**src/rtl/core/gcr_pkg.sv**
```systemverilog
// Shared types, constants and register indexes for the glyph column renderer.
package gcr_pkg;

   localparam int FIELD_COORD_W    = 9;
   localparam int COORD_WIDTH_DEF  = 9;
   localparam int COLOR_W          = 16;
   localparam int CELL_H_W         = 5;
   localparam int GLYPH_W          = 8;
   localparam int BIT_IDX_W        = 3;
   localparam int CSR_INDEX_W      = 2;
   localparam int REQ_DEPTH_DEF    = 2;
   localparam int RSP_DEPTH_DEF    = 2;

   localparam logic [CSR_INDEX_W-1:0] CSR_DISPLAY_WIDTH  = 2'd0;
   localparam logic [CSR_INDEX_W-1:0] CSR_DISPLAY_HEIGHT = 2'd1;
   localparam logic [CSR_INDEX_W-1:0] CSR_FG_COLOR       = 2'd2;
   localparam logic [CSR_INDEX_W-1:0] CSR_BG_COLOR       = 2'd3;

   localparam logic [FIELD_COORD_W-1:0] DISPLAY_WIDTH_RST  = 9'd320;
   localparam logic [FIELD_COORD_W-1:0] DISPLAY_HEIGHT_RST = 9'd240;
   localparam logic [COLOR_W-1:0]       FG_COLOR_RST       = 16'h0000;
   localparam logic [COLOR_W-1:0]       BG_COLOR_RST       = 16'hFFFF;
   localparam logic [CELL_H_W-1:0]      CELL_H_RST         = 5'd16;

   localparam logic [GLYPH_W-1:0] GLYPH_MSB_MASK = 8'h80;

   typedef struct packed {
      logic [FIELD_COORD_W-1:0] display_width;
      logic [FIELD_COORD_W-1:0] display_height;
      logic [COLOR_W-1:0]       fg_color;
      logic [COLOR_W-1:0]       bg_color;
   } cfg_type;

   typedef struct packed {
      logic                     first_byte;
      logic [FIELD_COORD_W-1:0] origin_x;
      logic [FIELD_COORD_W-1:0] origin_y;
      logic [CELL_H_W-1:0]      cell_height;
      logic                     transparent;
      logic [GLYPH_W-1:0]       glyph_byte;
   } req_item_type;

   typedef struct packed {
      logic [FIELD_COORD_W-1:0] pix_x;
      logic [FIELD_COORD_W-1:0] pix_y;
      logic [COLOR_W-1:0]       pix_color;
      logic                     run_last;
      logic                     edge_stop;
   } pix_item_type;

endpackage

```
**src/rtl/core/glyph_column_renderer_top.sv**
```systemverilog
// Top level of the glyph column renderer: config registers, queues and pixel engine.
// Each font byte is fetched from the input queue, then the pixel engine walks its
// bits one per cycle while it is not waiting (up to eight, fewer when the column or
// the display edge ends the byte), and a flush state releases the byte's last pixel
// write when the byte wrote any pixel; a transparent byte that writes none goes back
// to idle, and a byte dropped after a stop or before any first byte is only popped.
// The engine waits whenever it has a pixel to hand over and the result queue is full.
// Configuration writes are taken every cycle (csr_ready is high).
module glyph_column_renderer_top
   import gcr_pkg::*;
#(
   parameter int COORD_WIDTH = COORD_WIDTH_DEF,
   parameter int REQ_DEPTH   = REQ_DEPTH_DEF,
   parameter int RSP_DEPTH   = RSP_DEPTH_DEF
) (
   input  logic                     clock,
   input  logic                     reset,
   input  logic                     push,
   output logic                     full,
   input  logic                     req_first_byte,
   input  logic [FIELD_COORD_W-1:0] req_origin_x,
   input  logic [FIELD_COORD_W-1:0] req_origin_y,
   input  logic [CELL_H_W-1:0]      req_cell_height,
   input  logic                     req_transparent,
   input  logic [GLYPH_W-1:0]       req_glyph_byte,
   output logic                     empty,
   input  logic                     pop,
   output logic [FIELD_COORD_W-1:0] rsp_pix_x,
   output logic [FIELD_COORD_W-1:0] rsp_pix_y,
   output logic [COLOR_W-1:0]       rsp_pix_color,
   output logic                     rsp_run_last,
   output logic                     rsp_edge_stop,
   input  logic                     csr_valid,
   output logic                     csr_ready,
   input  logic [CSR_INDEX_W-1:0]   csr_index,
   input  logic [COLOR_W-1:0]       csr_wdata
);

   cfg_type      cfg_ff, cfg_in;
   req_item_type req_item, eng_in_item;
   pix_item_type eng_out_item, rsp_item;
   logic         eng_in_empty, eng_in_pop, eng_out_full, eng_out_push;

   assign csr_ready = 1'b1;

   always_comb begin
      cfg_in = cfg_ff;
      if (csr_valid) begin
         case (csr_index)
            CSR_DISPLAY_WIDTH:  cfg_in.display_width  = csr_wdata[FIELD_COORD_W-1:0];
            CSR_DISPLAY_HEIGHT: cfg_in.display_height = csr_wdata[FIELD_COORD_W-1:0];
            CSR_FG_COLOR:       cfg_in.fg_color       = csr_wdata;
            CSR_BG_COLOR:       cfg_in.bg_color       = csr_wdata;
            default:            cfg_in                = cfg_ff;
         endcase
      end
   end

   always_ff @(posedge clock) begin
      if (reset) begin
         cfg_ff.display_width  <= DISPLAY_WIDTH_RST;
         cfg_ff.display_height <= DISPLAY_HEIGHT_RST;
         cfg_ff.fg_color       <= FG_COLOR_RST;
         cfg_ff.bg_color       <= BG_COLOR_RST;
      end else begin
         cfg_ff <= cfg_in;
      end
   end

   always_comb begin
      req_item.first_byte  = req_first_byte;
      req_item.origin_x    = req_origin_x;
      req_item.origin_y    = req_origin_y;
      req_item.cell_height = req_cell_height;
      req_item.transparent = req_transparent;
      req_item.glyph_byte  = req_glyph_byte;
   end

   gcr_fifo #(
      .WIDTH ($bits(req_item_type)),
      .DEPTH (REQ_DEPTH)
   ) u_req_queue (
      .clock     (clock),
      .reset     (reset),
      .push      (push),
      .push_data (req_item),
      .full      (full),
      .pop       (eng_in_pop),
      .pop_data  (eng_in_item),
      .empty     (eng_in_empty)
   );

   gcr_pixel_engine #(
      .COORD_WIDTH (COORD_WIDTH)
   ) u_pixel_engine (
      .clock    (clock),
      .reset    (reset),
      .cfg      (cfg_ff),
      .in_empty (eng_in_empty),
      .in_item  (eng_in_item),
      .in_pop   (eng_in_pop),
      .out_full (eng_out_full),
      .out_push (eng_out_push),
      .out_item (eng_out_item)
   );

   gcr_fifo #(
      .WIDTH ($bits(pix_item_type)),
      .DEPTH (RSP_DEPTH)
   ) u_rsp_queue (
      .clock     (clock),
      .reset     (reset),
      .push      (eng_out_push),
      .push_data (eng_out_item),
      .full      (eng_out_full),
      .pop       (pop),
      .pop_data  (rsp_item),
      .empty     (empty)
   );

   assign rsp_pix_x     = rsp_item.pix_x;
   assign rsp_pix_y     = rsp_item.pix_y;
   assign rsp_pix_color = rsp_item.pix_color;
   assign rsp_run_last  = rsp_item.run_last;
   assign rsp_edge_stop = rsp_item.edge_stop;

endmodule

```
**src/rtl/core/gcr_fifo.sv**
```systemverilog
// Small register-based queue used between the ports and the pixel engine.
module gcr_fifo
   import gcr_pkg::*;
#(
   parameter int WIDTH = $bits(req_item_type),
   parameter int DEPTH = REQ_DEPTH_DEF
) (
   input  logic             clock,
   input  logic             reset,
   input  logic             push,
   input  logic [WIDTH-1:0] push_data,
   output logic             full,
   input  logic             pop,
   output logic [WIDTH-1:0] pop_data,
   output logic             empty
);

   localparam int AW = (DEPTH > 1) ? $clog2(DEPTH) : 1;
   localparam logic [AW:0] DEPTH_CNT = (AW + 1)'(DEPTH);
   localparam logic [AW-1:0] LAST_PTR = AW'(DEPTH - 1);

   logic [WIDTH-1:0] mem_ff [DEPTH];
   logic [AW-1:0]    wr_ptr_ff, wr_ptr_in;
   logic [AW-1:0]    rd_ptr_ff, rd_ptr_in;
   logic [AW:0]      count_ff, count_in;
   logic             do_push, do_pop;

   assign full     = (count_ff == DEPTH_CNT);
   assign empty    = (count_ff == '0);
   assign pop_data = mem_ff[rd_ptr_ff];
   assign do_push  = push & ~full;
   assign do_pop   = pop & ~empty;

   always_comb begin
      wr_ptr_in = wr_ptr_ff;
      rd_ptr_in = rd_ptr_ff;
      count_in  = count_ff;
      if (do_push) begin
         wr_ptr_in = (wr_ptr_ff == LAST_PTR) ? '0 : wr_ptr_ff + 1'b1;
      end
      if (do_pop) begin
         rd_ptr_in = (rd_ptr_ff == LAST_PTR) ? '0 : rd_ptr_ff + 1'b1;
      end
      case ({do_push, do_pop})
         2'b10:   count_in = count_ff + 1'b1;
         2'b01:   count_in = count_ff - 1'b1;
         default: count_in = count_ff;
      endcase
   end

   always_ff @(posedge clock) begin
      if (reset) begin
         wr_ptr_ff <= '0;
         rd_ptr_ff <= '0;
         count_ff  <= '0;
      end else begin
         wr_ptr_ff <= wr_ptr_in;
         rd_ptr_ff <= rd_ptr_in;
         count_ff  <= count_in;
      end
   end

   always_ff @(posedge clock) begin
      if (do_push) begin
         mem_ff[wr_ptr_ff] <= push_data;
      end
   end

endmodule

```
**src/rtl/core/gcr_pixel_engine.sv**
```systemverilog
// Back end: walks font bytes one bit per cycle unless stalled; emits pixels.
module gcr_pixel_engine
   import gcr_pkg::*;
#(
   parameter int COORD_WIDTH = COORD_WIDTH_DEF
) (
   input  logic         clock,
   input  logic         reset,
   input  cfg_type      cfg,
   input  logic         in_empty,
   input  req_item_type in_item,
   output logic         in_pop,
   input  logic         out_full,
   output logic         out_push,
   output pix_item_type out_item
);

   typedef enum logic [1:0] {
      ST_IDLE,
      ST_RUN,
      ST_FLUSH
   } state_type;

   localparam int CW = COORD_WIDTH;

   state_type                state_ff, state_in;
   logic [CW-1:0]            cur_col_ff, cur_col_in;
   logic [CW-1:0]            cur_row_ff, cur_row_in;
   logic [CW-1:0]            top_row_ff, top_row_in;
   logic [CELL_H_W-1:0]      cell_h_ff, cell_h_in;
   logic                     mode_t_ff, mode_t_in;
   logic                     halted_ff, halted_in;
   logic [GLYPH_W-1:0]       shift_ff, shift_in;
   logic [BIT_IDX_W-1:0]     idx_ff, idx_in;
   logic                     pend_valid_ff, pend_valid_in;
   pix_item_type             pend_ff, pend_in;

   logic [CW:0]              ny, nx, row_diff, dw_ext, dh_ext;
   logic                     bit_set, emit, stop_row, col_hit, stop_col, stop;
   logic                     col_end, done, stall, next_halted;
   pix_item_type             cur_pix;

   always_comb begin
      ny       = {1'b0, cur_row_ff} + 1'b1;
      nx       = {1'b0, cur_col_ff} + 1'b1;
      row_diff = ny - {1'b0, top_row_ff};
      dw_ext   = (CW + 1)'(cfg.display_width);
      dh_ext   = (CW + 1)'(cfg.display_height);
      bit_set  = |(shift_ff & GLYPH_MSB_MASK);
      emit     = bit_set | ~mode_t_ff;
      stop_row = (ny >= dh_ext);
      col_hit  = (row_diff == (CW + 1)'(cell_h_ff));
      col_end  = ~stop_row & col_hit;
      stop_col = col_end & (nx >= dw_ext);
      stop     = stop_row | stop_col;
      done     = stop | col_end | (idx_ff == BIT_IDX_W'(GLYPH_W - 1));
      stall    = emit & pend_valid_ff & out_full;

      cur_pix.pix_x     = FIELD_COORD_W'(cur_col_ff);
      cur_pix.pix_y     = FIELD_COORD_W'(cur_row_ff);
      cur_pix.pix_color = bit_set ? cfg.fg_color : cfg.bg_color;
      cur_pix.run_last  = 1'b0;
      cur_pix.edge_stop = stop;
   end

   always_comb begin
      state_in      = state_ff;
      cur_col_in    = cur_col_ff;
      cur_row_in    = cur_row_ff;
      top_row_in    = top_row_ff;
      cell_h_in     = cell_h_ff;
      mode_t_in     = mode_t_ff;
      halted_in     = halted_ff;
      shift_in      = shift_ff;
      idx_in        = idx_ff;
      pend_valid_in = pend_valid_ff;
      pend_in       = pend_ff;
      next_halted   = halted_ff;
      in_pop        = 1'b0;
      out_push      = 1'b0;
      out_item      = pend_ff;

      case (state_ff)
         ST_IDLE: begin
            if (!in_empty) begin
               in_pop = 1'b1;
               if (in_item.first_byte) begin
                  cur_col_in  = CW'(in_item.origin_x);
                  cur_row_in  = CW'(in_item.origin_y);
                  top_row_in  = CW'(in_item.origin_y);
                  cell_h_in   = in_item.cell_height;
                  mode_t_in   = in_item.transparent;
                  halted_in   = 1'b0;
                  next_halted = 1'b0;
               end
               if (!next_halted) begin
                  shift_in = in_item.glyph_byte;
                  idx_in   = '0;
                  state_in = ST_RUN;
               end
            end
         end
         ST_RUN: begin
            if (!stall) begin
               if (emit) begin
                  if (pend_valid_ff) begin
                     out_push = 1'b1;
                  end
                  pend_in       = cur_pix;
                  pend_valid_in = 1'b1;
               end
               if (stop_row) begin
                  halted_in = 1'b1;
               end else begin
                  cur_row_in = ny[CW-1:0];
                  if (col_hit) begin
                     cur_row_in = top_row_ff;
                     if (stop_col) begin
                        halted_in = 1'b1;
                     end else begin
                        cur_col_in = nx[CW-1:0];
                     end
                  end
               end
               shift_in = {shift_ff[GLYPH_W-2:0], 1'b0};
               idx_in   = idx_ff + 1'b1;
               if (done) begin
                  state_in = (emit | pend_valid_ff) ? ST_FLUSH : ST_IDLE;
               end
            end
         end
         ST_FLUSH: begin
            if (!out_full) begin
               out_push          = 1'b1;
               out_item.run_last = 1'b1;
               pend_valid_in     = 1'b0;
               state_in          = ST_IDLE;
            end
         end
         default: begin
            state_in = ST_IDLE;
         end
      endcase
   end

   always_ff @(posedge clock) begin
      if (reset) begin
         state_ff      <= ST_IDLE;
         cur_col_ff    <= '0;
         cur_row_ff    <= '0;
         top_row_ff    <= '0;
         cell_h_ff     <= CELL_H_RST;
         mode_t_ff     <= 1'b0;
         halted_ff     <= 1'b1;
         idx_ff        <= '0;
         pend_valid_ff <= 1'b0;
      end else begin
         state_ff      <= state_in;
         cur_col_ff    <= cur_col_in;
         cur_row_ff    <= cur_row_in;
         top_row_ff    <= top_row_in;
         cell_h_ff     <= cell_h_in;
         mode_t_ff     <= mode_t_in;
         halted_ff     <= halted_in;
         idx_ff        <= idx_in;
         pend_valid_ff <= pend_valid_in;
      end
      shift_ff <= shift_in;
      pend_ff  <= pend_in;
   end

   a_idle_no_pending: assert property (@(posedge clock) disable iff (reset)
      (state_ff == ST_IDLE) |-> !pend_valid_ff)
      else $error("pending pixel left over in idle");

   a_flush_has_pending: assert property (@(posedge clock) disable iff (reset)
      (state_ff == ST_FLUSH) |-> pend_valid_ff)
      else $error("flush without a pending pixel");

   a_push_not_full: assert property (@(posedge clock) disable iff (reset)
      out_push |-> !out_full)
      else $error("pixel pushed into a full queue");

   a_stop_halts: assert property (@(posedge clock) disable iff (reset)
      ((state_ff == ST_RUN) && !stall && stop) |=> halted_ff && (state_ff != ST_RUN))
      else $error("edge stop did not halt the character");

endmodule

```
**config.mk**
```make
export PLATFORM = sky130hd
export DESIGN_NAME = glyph_column_renderer_top
export DESIGN_NICKNAME = d
export VERILOG_FILES = /design/src/rtl/core/gcr_pkg.sv /design/src/rtl/core/glyph_column_renderer_top.sv /design/src/rtl/core/gcr_fifo.sv /design/src/rtl/core/gcr_pixel_engine.sv
export SDC_FILE = /design/constraint.sdc
export NUM_CORES = 1
export LEC_CHECK = 0
export BUFFER_PORTS_ARGS = -buffer_cell sky130_fd_sc_hd__buf_2
export CAP_MARGIN = 20
export CORE_MARGIN = 2
export CORE_UTILIZATION = 33
export DETAILED_ROUTE_END_ITERATION = 8
export MAX_ROUTING_LAYER = met4
export PLACE_DENSITY = 0.58
export SETUP_SLACK_MARGIN = 0.2
export SLEW_MARGIN = 0
export SYNTH_ARGS = -nofsm -noshare
export SYNTH_HDL_FRONTEND = slang
export SYNTH_HIERARCHICAL = 1
export SYNTH_SLANG_ARGS = --single-unit
export TNS_END_PERCENT = 1
```
**constraint.sdc**
```tcl
create_clock -name clock -period 5.6 [get_ports clock]
set_input_delay 0.56 -clock clock [delete_from_list [all_inputs] [get_ports clock]]
set_output_delay 0.56 -clock clock [all_outputs]
set_load 0.03 [all_outputs]
```
==> impl_metrics.json <==
{
  "status": "complete, no violations",
  "ys_types": 56,
  "slew_violations": 0,
  "cts_htree_levels": 1,
  "whs_ns": 0.186,
  "cts.hold.buffers_added": 0,
  "wl_per_cell_um": 17.2,
  "cts_buffers": 31,
  "synthTopCellsByCount": "edfxtp_1, dfxtp_1, nor2_1, nand2_1, mux2_2",
  "synth_area_mm2": 0.0123,
  "synth_edf_count": 181,
  "antenna_found_initial": 0,
  "die_x_um": 197,
  "synthArstFlopShare_pct": 0,
  "ir_drop_v": 0.000248,
  "initial_core_util_pct": 33.6,
  "hold_path_class": "in2reg",
  "drt-initial-drc-count": 413,
  "grt_setup_unrepaired": "no",
  "layout_setup_ws_ns": 1.34,
  "synth_area_leader_cell": "edfxtp_1",
  "placed_cell_area_mm2": 0.0132,
  "finalNonFillerCells": 1558,
  "place_hpwl_um": 18400,
  "syn-mean-instance-area_um2": 12.5,
  "routed_via_density": 4.85,
  "cp.arrival_ns": 4.74,
  "pre_cts_slack_ns": 1.38,
  "place_inst": 1500,
  "clk_pin_slew_ns": 0.07,
  "finalHoldViolCount": 0,
  "fp-row-count": 70,
  "r2r_slack_ns": 1.34,
  "post-route-period-util_pct": 76.0,
  "nNetsFinal": 1158,
  "cts_setup_buffers": 0,
  "finalSetupViolCount": 0,
  "globalRouteTotalUtil_pct": 14.4,
  "power_mw": 6.66,
  "synth_top_cell_area_share_pct": 44.2,
  "place_congestion": 0.864,
  "hp-start": "req_glyph_byte[3]",
  "drtAntennaViolNets": 0,
  "cp-end-kind": "register",
  "insertion_delay_ns": 0.56,
  "crit_required_ns": 6.08,
  "die_h_um": 197,
  "port_buffers": 93,
  "path_max_fanout": 11,
  "min_period_ns": 4.26,
  "yosysWarningCount": 6,
  "slew_headroom_pct": 35.2,
  "cp-endpoint": "u_pixel_engine/cur_col_ff[5]$_SDFFE_PP0P_",
  "drc": 0,
  "max_freq_ghz": 0.235,
  "cap_violations": 0,
  "yosys-top-cells-area": "edfxtp_1, dfxtp_1, mux2_2",
  "power_density_mw_per_mm2": 468,
  "synth_cells": 981,
  "clk_path_buf_depth": 3,
  "area_growth_pct": 15.9,
  "yosysSeqAreaShare_pct": 60.5,
  "vias": 7563,
  "worst_slew_pin_slew_ns": 0.972,
  "cp-start-kind": "register",
  "synthMostInstantiatedCell": "edfxtp_1",
  "grt_max_degree": 87,
  "ys.flop_type": "edfxtp_1",
  "n_fill_cell": 3520,
  "dr.pass1.iters": 4,
  "r2r-start": "u_pixel_engine/cur_row_ff[0]$_SDFFE_PP0P_",
  "drive_above_1_share_pct": 20.7,
  "seqCellArea_mm2": 0.00744,
  "root_buffer": "clkbuf_16",
  "r2r_cells": 11,
  "overflow": 0,
  "grt_pass1_wl_um": 43100,
  "setup_tns_ns": 0,
  "leakage_nw": 5.25,
  "final_cell_area_mm2": 0.0142,
  "io_pins": 95,
  "die-area_mm2": 0.0388,
  "cts.sinks": 281,
  "multiInputGateArea_mm2": 0.00447,
  "core_mm2": 0.0366,
  "ys_seq_elements": 281,
  "utilization_pct": 38.9,
  "critPathLaunch": "u_pixel_engine/cur_row_ff[0]$_SDFFE_PP0P_",
  "postCtsResizedCells": 0,
  "syn-num-nets": 1074,
  "num_antenna_cells": 0,
  "skew_ns": 0.0197,
  "crit_type": "reg2reg",
  "routed_wl_um": 26800,
  "r2r_end": "u_pixel_engine/cur_col_ff[5]$_SDFFE_PP0P_",
  "cts_tree": "yes",
  "grt_pass1_vias": 7780
}
==> cells in the final DEF, fill, tap and decap left out, drive strengths merged, types with 7 or more instances in the layout <==
cell and count:
and3 8, ha 36, nor2 73, inv 44, xor2 9, nand2 64
nor3 7, dfxtp 100, clkbuf 40, edfxtp 181, or3 9, buf 101
a31oi 15, xnor2 20, mux2i 55, a211oi 7, mux2 92, nor4 9
nor2b 11, a21oi 39, o21ai 20, a311oi 7, nand2b 49, nand3 20
clkinv 9
==> cell type report <==
class	instances	share of cell area, %
clock buffer	40	6.18
clock inverter	18	1.28
inverter	42	1.11
multi-input combinational	608	31.4
sequential	281	52.2
tap	468	4.11
timing repair buffer	101	3.71
==> routing by layer <==
layer  global-route usage, %  routed length (µm)
met5                       -                   0
met4                    4.51                 707
met3                    2.02                1060
met2                    21.7               11500
met1                    20.2               13500
==> state kept, by name (all words and copies together), names as in the netlist, 8 cells and up, named ones only <==
name                       cells
u_req_queue/mem_ff            66
u_pixel_engine/cur_col_ff      9
u_pixel_engine/top_row_ff      9
cfg_ff                        50
u_pixel_engine/cur_row_ff      9
u_pixel_engine/shift_ff        8
u_rsp_queue/mem_ff            72
u_pixel_engine/out_item       35
==> worst max-delay path, stage by stage (launching register included) <==
cell and delay [ns]:
dfxtp_1 0.56, ha_1 0.30, xor2_1 0.37, ha_1 0.37, xnor2_1 0.21, xnor2_1 0.14
o2111ai_1 0.11, or4b_1 0.56, or4_4 0.52, or2_1 0.36, or4_1 0.52, a31oi_1 0.16
==> where the power goes <==
group	internal (mW)	total, mW	leakage [nW]	switching, mW
clock network	1.24	2.07	0.515	0.827
logic	0.702	1.78	2.25	1.08
registers	2.60	2.81	2.48	0.213
total	4.54	6.66	5.25	2.12
==> logic make-up (layout without fill, tap and decap cells) <==
| kind of cell | Yosys count | in the layout | share of synthesized area (%) |
|---|---|---|---|
| buffers and inverters | 92 | 201 | 3.22 |
| and+or+nand+nor | 278 | 278 | 11.5 |
| DFF | 281 | 281 | 60.5 |
| muxes | 147 | 147 | 12.9 |
| xor gates and xnor gates | 29 | 29 | 2.07 |
| other | 1 | 1 | 0.0305 |
| adders and majority gates | 37 | 37 | 3.83 |
| AOI/OAI and AO/OA | 116 | 116 | 5.97 |
==> worst min-delay path by stage <==
stage | to | slack, ns | depth (start not counted)
6_report | u_req_queue/mem_ff[0][3]$_DFFE_PP_ | 0.19 | 1
4_1_cts | u_req_queue/mem_ff[0][3]$_DFFE_PP_ | 0.16 | 1
2_1_floorplan | u_rsp_queue/mem_ff[0][0]$_DFFE_PP_ | 0.42 | 0
3_5_place_dp | u_rsp_queue/mem_ff[0][34]$_DFFE_PP_ | 0.43 | 0
5_1_grt | u_req_queue/mem_ff[0][3]$_DFFE_PP_ | 0.16 | 1
3_3_place_gp | u_rsp_queue/mem_ff[0][23]$_DFFE_PP_ | 0.42 | 0
No activity file was read; power rests on OpenSTA's default activity.
